$ cat src/rtl/ilq_pkg.sv
`timescale 1ns / 1ps

package ilq_pkg;

  // Operation codes carried by the operation field.
  typedef enum logic [1:0] {
    OP_INSERT = 2'd0,
    OP_READ   = 2'd1,
    OP_REMOVE = 2'd2,
    OP_SEARCH = 2'd3
  } op_t;

  // Commands broadcast to every cell of the row. Both are only raised
  // for a legal operation on an accepted transaction.
  typedef struct packed {
    logic insert_en;
    logic remove_en;
  } cell_cmd_t;

endpackage

$ cat src/rtl/ilq_cell.sv
`timescale 1ns / 1ps

module ilq_cell #(
  parameter int INDEX      = 0,
  parameter int DATA_WIDTH = 32,
  parameter int PW         = 5,
  parameter int CNT_W      = 5
) (
  input  logic                  clk,
  input  ilq_pkg::cell_cmd_t    cmd,
  input  logic [PW-1:0]         position,
  input  logic [CNT_W-1:0]      count,
  input  logic [DATA_WIDTH-1:0] key,
  input  logic [DATA_WIDTH-1:0] prev_data,
  input  logic [DATA_WIDTH-1:0] next_data,
  output logic [DATA_WIDTH-1:0] data,
  output logic [DATA_WIDTH-1:0] hit_word,
  output logic                  match
);
  import ilq_pkg::*;

  logic                  at_pos;
  logic                  above_pos;
  logic                  live;
  logic [DATA_WIDTH-1:0] data_next;

  assign at_pos    = (position == PW'(INDEX));
  assign above_pos = (position < PW'(INDEX));
  assign live      = (CNT_W'(INDEX) < count);

  // Insert pulls the lower neighbor up; remove pulls the upper neighbor down.
  always_comb begin
    data_next = data;
    if (cmd.insert_en) begin
      if (above_pos) begin
        data_next = prev_data;
      end else if (at_pos) begin
        data_next = key;
      end
    end else if (cmd.remove_en) begin
      if (above_pos || at_pos) begin
        data_next = next_data;
      end
    end
  end

  always_ff @(posedge clk) begin
    data <= data_next;
  end

  assign hit_word = at_pos ? data : '0;
  assign match    = live && (data == key);

endmodule

$ cat src/rtl/ilq_reduce.sv
`timescale 1ns / 1ps

module ilq_reduce #(
  parameter int CAPACITY   = 16,
  parameter int DATA_WIDTH = 32,
  parameter int IDX_W      = 4
) (
  input  logic [CAPACITY-1:0]   match,
  input  logic [DATA_WIDTH-1:0] hit_words [CAPACITY],
  output logic                  any_match,
  output logic [IDX_W-1:0]      first_index,
  output logic [DATA_WIDTH-1:0] word
);

  logic [CAPACITY-1:0] lowest;

  // Two's complement trick isolates the lowest set match bit.
  assign lowest    = match & (~match + CAPACITY'(1));
  assign any_match = |match;

  always_comb begin
    first_index = '0;
    word        = '0;
    for (int i = 0; i < CAPACITY; i++) begin
      if (lowest[i]) begin
        first_index = first_index | IDX_W'(i);
      end
      word = word | hit_words[i];
    end
  end

endmodule

$ cat src/rtl/indexed_list_queue.sv
`timescale 1ns / 1ps
// Ordered list of words held in a row of shift cells.
// Timing: the result of a transaction is registered and offered in the cycle
// after acceptance. Throughput: one transaction per cycle; every operation
// updates the whole cell row at once, and the next input is taken
// whenever the result register is empty or being drained.
// Reset: rst clears the entry count and the result valid; entries stay as is.

module indexed_list_queue #(
  parameter int CAPACITY   = 16,
  parameter int DATA_WIDTH = 32
) (
  input  logic               clk,
  input  logic               rst,
  input  logic               in_valid,
  output logic               in_ready,
  input  ilq_pkg::op_t       operation,
  input  logic [4:0]         position,
  input  logic [31:0]        value,
  output logic               out_valid,
  input  logic               out_ready,
  output logic               ok,
  output logic [31:0]        data_out,
  output logic [3:0]         found_position,
  output logic [4:0]         count
);
  import ilq_pkg::*;

  // Widths derived from the configuration. Comparisons on position and
  // count are done at the wider of the port width and the count width.
  localparam int CNT_W = $clog2(CAPACITY + 1);
  localparam int IDX_W = $clog2(CAPACITY);
  localparam int PW    = (CNT_W > 5) ? CNT_W : 5;
  localparam int VW    = (DATA_WIDTH > 32) ? DATA_WIDTH : 32;
  localparam int FW    = (IDX_W > 4) ? IDX_W : 4;

  logic [CNT_W-1:0]      entry_count;
  logic [CNT_W-1:0]      entry_count_next;

  logic                  in_fire;
  logic [PW-1:0]         pos_w;
  logic [PW-1:0]         cnt_w;
  logic                  insert_legal;
  logic                  index_legal;
  logic [VW-1:0]         value_ext;
  logic [DATA_WIDTH-1:0] key;
  cell_cmd_t             cmd;

  logic [DATA_WIDTH-1:0] cell_data [CAPACITY];
  logic [DATA_WIDTH-1:0] hit_words [CAPACITY];
  logic [CAPACITY-1:0]   match;

  logic                  any_match;
  logic [IDX_W-1:0]      first_index;
  logic [DATA_WIDTH-1:0] sel_word;
  logic [VW-1:0]         sel_word_ext;
  logic [FW-1:0]         first_index_ext;
  logic [PW-1:0]         cnt_next_ext;
  logic [PW-1:0]         cnt_ext;

  logic                  ok_next;
  logic [31:0]           data_out_next;
  logic [3:0]            found_position_next;

  // A new transaction is taken whenever the result register is free or
  // its contents leave in this same cycle.
  assign in_ready = !out_valid || out_ready;
  assign in_fire  = in_valid && in_ready;

  assign pos_w        = PW'(position);
  assign cnt_w        = PW'(entry_count);
  assign insert_legal = (pos_w <= cnt_w) && (entry_count != CNT_W'(CAPACITY));
  assign index_legal  = (pos_w < cnt_w);

  // The input word is cut or zero-extended to the stored word width.
  assign value_ext = VW'(value);
  assign key       = value_ext[DATA_WIDTH-1:0];

  assign cmd.insert_en = in_fire && (operation == OP_INSERT) && insert_legal;
  assign cmd.remove_en = in_fire && (operation == OP_REMOVE) && index_legal;

  // The cell row. Each cell sees its two neighbors; the first cell's lower input
  // is never selected, and the last cell's upper input is its own word.
  for (genvar g = 0; g < CAPACITY; g++) begin : g_cell
    logic [DATA_WIDTH-1:0] prev_data;
    logic [DATA_WIDTH-1:0] next_data;

    if (g == 0) begin : g_first
      assign prev_data = key;
    end else begin : g_mid
      assign prev_data = cell_data[g-1];
    end

    if (g == CAPACITY - 1) begin : g_last
      assign next_data = cell_data[g];
    end else begin : g_inner
      assign next_data = cell_data[g+1];
    end

    ilq_cell #(
      .INDEX      (g),
      .DATA_WIDTH (DATA_WIDTH),
      .PW         (PW),
      .CNT_W      (CNT_W)
    ) u_cell (
      .clk       (clk),
      .cmd       (cmd),
      .position  (pos_w),
      .count     (entry_count),
      .key       (key),
      .prev_data (prev_data),
      .next_data (next_data),
      .data      (cell_data[g]),
      .hit_word  (hit_words[g]),
      .match     (match[g])
    );
  end

  ilq_reduce #(
    .CAPACITY   (CAPACITY),
    .DATA_WIDTH (DATA_WIDTH),
    .IDX_W      (IDX_W)
  ) u_reduce (
    .match       (match),
    .hit_words   (hit_words),
    .any_match   (any_match),
    .first_index (first_index),
    .word        (sel_word)
  );

  assign sel_word_ext    = VW'(sel_word);
  assign first_index_ext = FW'(first_index);

  // Result of the offered transaction. Failed operations return zeros
  // and leave the count alone.
  always_comb begin
    ok_next             = 1'b0;
    data_out_next       = '0;
    found_position_next = '0;
    entry_count_next    = entry_count;
    case (operation)
      OP_INSERT: begin
        if (insert_legal) begin
          ok_next          = 1'b1;
          entry_count_next = entry_count + CNT_W'(1);
        end
      end
      OP_READ: begin
        if (index_legal) begin
          ok_next       = 1'b1;
          data_out_next = sel_word_ext[31:0];
        end
      end
      OP_REMOVE: begin
        if (index_legal) begin
          ok_next          = 1'b1;
          data_out_next    = sel_word_ext[31:0];
          entry_count_next = entry_count - CNT_W'(1);
        end
      end
      OP_SEARCH: begin
        if (any_match) begin
          ok_next             = 1'b1;
          found_position_next = first_index_ext[3:0];
        end
      end
      default: begin
        ok_next = 1'b0;
      end
    endcase
  end

  assign cnt_next_ext = PW'(entry_count_next);
  assign cnt_ext      = PW'(entry_count);

  always_ff @(posedge clk) begin
    if (rst) begin
      entry_count <= '0;
      out_valid   <= 1'b0;
    end else begin
      if (in_fire) begin
        entry_count <= entry_count_next;
        out_valid   <= 1'b1;
      end else if (out_ready) begin
        out_valid <= 1'b0;
      end
    end
    if (in_fire) begin
      ok             <= ok_next;
      data_out       <= data_out_next;
      found_position <= found_position_next;
      count          <= cnt_next_ext[4:0];
    end
  end

  // While a result is offered, the reported count matches the live entry count.
  a_count_tracks : assert property (@(posedge clk) disable iff (rst)
    out_valid |-> (count == cnt_ext[4:0]))
    else $error("reported count differs from entry count");

  // A successful insert grows the list by exactly one entry.
  a_insert_grows : assert property (@(posedge clk) disable iff (rst)
    cmd.insert_en |=> (entry_count == $past(entry_count) + CNT_W'(1)))
    else $error("insert did not grow the list by one");

  // The entry count never exceeds the capacity.
  a_count_bound : assert property (@(posedge clk) disable iff (rst)
    entry_count <= CNT_W'(CAPACITY))
    else $error("entry count above capacity");

  // A failed operation returns zero data and zero position.
  a_fail_zero : assert property (@(posedge clk) disable iff (rst)
    (out_valid && !ok) |-> ((data_out == '0) && (found_position == '0)))
    else $error("failed operation returned nonzero payload");

  // Insert and remove are never commanded together.
  a_cmd_excl : assert property (@(posedge clk) disable iff (rst)
    !(cmd.insert_en && cmd.remove_en))
    else $error("insert and remove raised together");

endmodule

$ cat config.mk
export PLATFORM = sky130hd
export DESIGN_NAME = indexed_list_queue
export DESIGN_NICKNAME = d
export VERILOG_FILES = /design/src/rtl/ilq_pkg.sv /design/src/rtl/ilq_cell.sv /design/src/rtl/ilq_reduce.sv /design/src/rtl/indexed_list_queue.sv
export SDC_FILE = /design/constraint.sdc
export NUM_CORES = 2
export LEC_CHECK = 0
export ABC_AREA = 1
export BUFFER_PORTS_ARGS = -buffer_cell sky130_fd_sc_hd__buf_4
export CELL_PAD_IN_SITES_DETAIL_PLACEMENT = 0
export CELL_PAD_IN_SITES_GLOBAL_PLACEMENT = 1
export CORE_UTILIZATION = 48
export DETAILED_ROUTE_END_ITERATION = 7
export PLACE_DENSITY_LB_ADDON = 0.1
export SYNTH_ARGS = -nofsm -noshare
export SYNTH_HDL_FRONTEND = slang
export SYNTH_SLANG_ARGS = --single-unit
$ cat constraint.sdc
create_clock -name clk -period 5.8 [get_ports clk]
set_input_delay 0.58 -clock clk [delete_from_list [all_inputs] [get_ports clk]]
set_output_delay 0.58 -clock clk [all_outputs]
set_load 0.02 [all_outputs]
; After elaboration in Yosys (flattened, before gate mapping)
; Index checks and enable logic that the tools add are counted.
[totals]
regBits = 560
latchBits = 0
mem_bits_rw = 0
romBits = 0
inputBits = 43
output_inout_bits = 44
elab_cells = 322
n_memories = 0
[classes]
add_sub_neg = 3
multipliers = 0
div = 0
n_lt_le_gt_ge = 34
n_eq_ne = 50
shifts = 0
mux = 117
bitwise_logic = 17
n_reduce_logical = 79
[op_table]
columns = cell, count
row1 = two-way mux 32 bit, 93
row2 = equality test 32 bit, 16
row3 = bitwise OR 32 bit, 15
row4 = "inequality test 3 x 1 -> 1 bit, second input constant", 15
row5 = AND reduction 3 bit, 15
row6 = "equality test 5 x 4 -> 1 bit, second input constant", 8
row7 = "less-than comparator 4 x 5 -> 1 bit, first input constant", 8
row8 = "less-than comparator 5 x 4 -> 1 bit, second input constant", 8
row9 = nonzero test 2 bit, 18
row10 = two-way mux 4 bit, 8
row11 = logical AND 1 bit, 22
row12 = "equality test 5 x 3 -> 1 bit, second input constant", 4
row13 = "less-than comparator 3 x 5 -> 1 bit, first input constant", 4
row14 = "less-than comparator 5 x 3 -> 1 bit, second input constant", 4
row15 = "adder 16 x 1 -> 16 bit, second input constant", 1
row16 = AND 16 bit, 1
row17 = logical OR 1 bit, 16
row18 = inverter 16 bit, 1
row19 = OR reduction 16 bit, 1
row20 = two-way mux 3 bit, 4
row21 = "equality test 5 x 2 -> 1 bit, second input constant", 2
row22 = "less-than comparator 1 x 5 -> 1 bit, first input constant", 2
row23 = "less-than comparator 2 x 5 -> 1 bit, first input constant", 2
row24 = "less-than comparator 5 x 1 -> 1 bit, second input constant", 2
row25 = 19 further kinds, 30

; Depth between registers and ports, before layout
[logic_depth]
word_depth = 20
ltp_mapped = 19
mapped_depth_nobuf = 17

; Hierarchy
; From an unflattened synthesis, not the netlist that was laid out.
[hier_totals]
cells_unflattened = 6422
hier_area_um2 = 43226.5
[modules_own_cells]
columns = mod, n_inst, cells_per_inst, area_each_um2, seq_area_each_um2
row1 = ilq_cell (g_cell[13].u_cell), 1, 420, 2688.8, 960.9
row2 = ilq_cell (g_cell[9].u_cell), 1, 371, 2611.3, 960.9
row3 = ilq_cell (g_cell[6].u_cell), 1, 371, 2539.9, 960.9
row4 = ilq_cell (g_cell[5].u_cell), 1, 371, 2516.2, 960.9
row5 = ilq_cell (g_cell[14].u_cell), 1, 373, 2489.9, 960.9
row6 = ilq_cell (g_cell[2].u_cell), 1, 375, 2481.1, 960.9
row7 = ilq_cell (g_cell[12].u_cell), 1, 370, 2469.9, 960.9
row8 = ilq_cell (g_cell[15].u_cell), 1, 366, 2453.6, 960.9
row9 = ilq_cell (g_cell[1].u_cell), 1, 389, 2453.6, 960.9
row10 = ilq_cell (g_cell[3].u_cell), 1, 367, 2452.4, 960.9
row11 = ilq_cell (g_cell[8].u_cell), 1, 371, 2449.8, 960.9
row12 = indexed_list_queue, 1, 255, 2446.1, 1381.3
row13 = ilq_cell (g_cell[10].u_cell), 1, 378, 2443.6, 960.9
row14 = ilq_cell (g_cell[4].u_cell), 1, 372, 2426.1, 960.9
row15 = 4 more rows, --, --, --, --

; Worst setup path after synthesis
; OpenSTA, ideal clock, no wires.
[synth_path]
path_kind = input to register
start = input position[0]
end = register g_cell[7].u_cell.data[0], enable pin
setup_time_ps = 461
arrival_ps = 4084
t_required_ps = 5339
path_slack_ps = 1255
cell_stages = 12
n_path_buf = 1
path_cell_list = inv_2 > clkbuf_1 > ha_1 > or2_1 > nand3_2 > o21ai_2 > nand2_2 > inv_2 > nand2_2 > a21oi_1 > inv_1 > nor3_1
[synth_between]
elab_chain_len = 5
elab_cells_between_ends = 12
classes_between = order compare: 3 / eq/ne: 2 / reduce/logical: 7
[synth_lines]
columns = item, line
row1 = from (decl), indexed_list_queue.sv:18  ; input logic [4:0] position,
row2 = less-or-equal comparator 5 bit, indexed_list_queue.sv:72  ; assign insert_legal = (pos_w <= cnt_w) && (entry_count != CNT_W'(CAPACITY));
row3 = logical AND 1 bit, indexed_list_queue.sv:72
row4 = logical AND 1 bit, indexed_list_queue.sv:79  ; assign cmd.insert_en = in_fire && (operation == OP_INSERT) && insert_legal;
row5 = inequality test 3 x 1 -> 1 bit (no line) / nonzero test 2 bit (equally long branches), --
row6 = AND reduction 3 bit (no line) *, --
row7 = to (signal assigned), ilq_cell.sv:48  ; data <= data_next;
row8 = to (decl), ilq_cell.sv:16  ; output logic [DATA_WIDTH-1:0] data,
; Every way passes the cells marked *; elsewhere a longest branch is shown, timed or not.
; A chain may end at the register's enable or synchronous reset.

; Worst setup path after layout
[layout_path]
start = register entry_count[4], in the netlist cnt_ext[4]
end = register g_cell[15].u_cell.data[3], enable pin
[layout_between]
elab_chain_len = 4
elab_cells_between_ends = 5
classes_between = order compare: 1 / eq/ne: 1 / reduce/logical: 3
[layout_lines]
columns = item, line
row1 = from (decl), indexed_list_queue.sv:37  ; logic [CNT_W-1:0] entry_count;
row2 = from (signal assigned), indexed_list_queue.sv:182  ; entry_count <= entry_count_next;
row3 = less-or-equal comparator 5 bit / inequality test 5 bit (equally long branches), indexed_list_queue.sv:72
row4 = logical AND 1 bit *, indexed_list_queue.sv:72
row5 = logical AND 1 bit *, indexed_list_queue.sv:79
row6 = AND reduction 2 bit (no line) *, --
row7 = to (signal assigned), ilq_cell.sv:48
row8 = to (decl), ilq_cell.sv:16
; Marks and branches as above.

==> results.toml <==
[run_status]
status = "finished with violations"
violations = "DRC"

[sta]
setup_violations = 0
fin_worst_skew_ps = 30.9
relSlewSlack_pct = 10.8
tightest_slew_ps = 1330
hold_viol = 0
period_minus_slack_ps = 4360
fin_setup_tns_ps = 0
rsz0062_at_grt = "no"
min_period_over_period_pct = 75.2
drv_slew = 0
fmax_ghz = 0.229

[synthesis]
yosysTopAreaCell = "edfxtp_1"
synth.ff_latch_count = 560
synthesis.nets = 5243
synth.area.top_cells = "edfxtp_1 (42%), nand2_1 (18%), o21ai_0 (8.9%), xnor2_1 (4.4%), inv_1 (4.1%)"
yosysMostFrequentCell = "nand2_1"
synth_edf_count = 554
synth_seq_area_share_pct = 42.6
synth_cell_types = 56
async_flop_share_pct = 0
yosys-top-cells-count = "nand2_1 (1844), o21ai_0 (696), edfxtp_1 (554), inv_1 (429), nor2_1 (242)"
synth_ff_type = "edfxtp_1"
ys_warn_count = 0
synth.avg_cell_area_sq_um = 7.57
netlist.area_leader.share_pct = 42.3
synthCells = 5188
syn_area_sq_um = 39300

[pwr]
power_switching_mw = 3.21
power_mw = 10.7
p_int_mw = 7.45
pwr_density_cell_nw_per_um2 = 252
power_frac_comb_pct = 14.8
switching_share_pct = 30.1
p_clk_share_pct = 41.9
p_leak_nw = 16.6
pwr-share-seq_pct = 43.3
peakVddDrop_mv = 0.230

[critical_path]
arrival_ps = 4610
crit_fanout = 135
r2r_setup_slack_ps = 1440
crit_type = "register to register"
cp_slowest_cell = "dfxtp_1"
critPathRequiredTime_ps = 6050
cpPeakStageDelay_ps = 580
end_kind = "register"
critPathLaunchType = "register"
path_delay_family = "simple AND/OR/NAND/NOR gates"
crit_chain = "inv_2 -> ha_1 -> nand2_1 -> inv_1 -> nand3_2 -> or2_1 -> nand3_2 -> o21ai_2 -> nand2_2 -> inv_2 -> nand2_2 -> nor2_4 -> inv_8 -> nor2_4 -> buf_4"
crit_buf_inv = 5

[global_route]
grt_first_pass_wirelength_um = 278000
grt_max_degree = 224
first_global_vias = 35506
antenna_found_initial = 12
grt_usage_pct = 48.0
overflow = 0

[placement]
place.gp.congestion = 1.07
io_buffers = 86
dp_hpwl_um = 148000

[floorplanning]
start_util_pct = 48.6
core-area_sq_um = 80800
die_h_um = 288
dieWidth_um = 288
std_cell_rows = 104
die-area_sq_um = 83000
ios = 87

[routing]
drc = 24
viasPerCell = 6.45
ant_nets = 0
drt_iter0_drc = 7305
routed_wl_um = 203000
routedWlPerCell_um = 32.7
dr.pass1.iters = 8
num_vias = 39923

[clock_network]
cts_hold_buffers = 0
cts_setup_buffers = 0
htreeDepth = 3
cts_max_path_buffers = 3
cts_tree = "yes"
ctsResizeCount = 0
cts-root-buf = "clkbuf_16"
clock_latency_ps = 640
cts_num_sinks = 560
path_clk_slew_ps = 60
cts_inserted_buffers = 72

[job]
max_cap_violations = 0

[final_layout]
num-nets-final = 5120
syn_to_final_growth_pct = 7.63
layout-drive-gt1-share_pct = 7.77

[hold_path]
hold_class = "input port to register"
-- stage by stage --
step	cells	hold slack (ps)	cell area (sq um)	setup slack (ps)	util, %
6_report	6187	166	42300	1440	52.3
5_1_grt	6181	178	42300	1350	52.3
4_1_cts	6179	147	42300	1560	52.3
3_5_place_dp	6051	514	40100	1610	49.6
3_3_place_gp	6051	509	40100	1590	49.6
2_1_floorplan	5188	555	39300	1250	-
-- power groups by stage --
stage	clock network (mW)	logic, mW	registers (mW)
after floorplan	0	0.884	4.68
after global placement	0	1.48	4.70
after detailed placement	0	1.49	4.70
after CTS	4.46	1.50	4.61
after global routing	4.58	1.63	4.62
final	4.47	1.58	4.62
-- registers in the layout (all words and copies together) (netlist names) --
register and cells:
cnt_ext 5, count 5, data_out 32, found_position 4
g_cell.u_cell.data 512, ok 1, out_valid 1
-- path summary, 6_finish.rpt --
path / from / end / depth (start not counted)
hold / removal: rst / out_valid / 2
setup / recovery: cnt_ext[4] / g_cell[15].u_cell.data[3] / 15
setup reg to reg: cnt_ext[4] / g_cell[15].u_cell.data[3] / 15
hold reg to reg: out_valid / out_valid / 2
-- cell type report --
type | count | area, sq um
Multi-Input combinational cell | 3778 | 18800
Timing Repair Buffer | 173 | 1360
Fill cell | 8061 | 38500
Sequential cell | 560 | 16800
Antenna cell | 8 | 20.0
Tap cell | 1060 | 1330
Inverter | 480 | 1810
Clock buffer | 93 | 1910
Clock inverter | 35 | 302
-- metal layers --
metal / share of wire (%) / vias to the layer above / track usage, %
li1: - / 17209 / -
met1: 36 / 18732 / 62.7
met2: 40 / 3354 / 67.2
met3: 14 / 618 / 12.6
met4: 9.2 / 10 / 37.8
met5: 0.11 / - / 1.48
-- placed cells by master, fill, tap and decap left out, drive strengths merged --
cell,instances
nand2,1857
o21ai,783
edfxtp,554
inv,481
nor2,258
o211ai,215
xnor2,198
buf,173
clkbuf,93
nand3,80
nand4,65
o22ai,64
o221ai,44
a21oi,43
o2111ai,28
clkinv,28
xor2,26
nor4,19
a221oi,17
nor3,16
a31oi,15
ha,12
diode,8
o31ai,7
a31o,6
dfxtp,6
a211oi,6
bufinv,5
a22o,4
or2,4
nand3b,3
and3,2
o21bai,2
a2bb2oi,1
and2,1
a2111oi,1
nor3b,1
clkinvlp,1
-- cell families (layout without fill, tap and decap cells) --
family,after synthesis,count (layout),share of synthesized area [%]
and+or+nand+nor,2306,2306,23.4
buffers and inverters,850,781,9.99
adders and majority gates,12,12,0.382
AOI/OAI and AO/OA,1236,1236,18.6
DFF,560,560,42.6
other,0,8,0
xor gates and xnor gates,224,224,4.99
No activity file was read; power rests on OpenSTA's default activity.
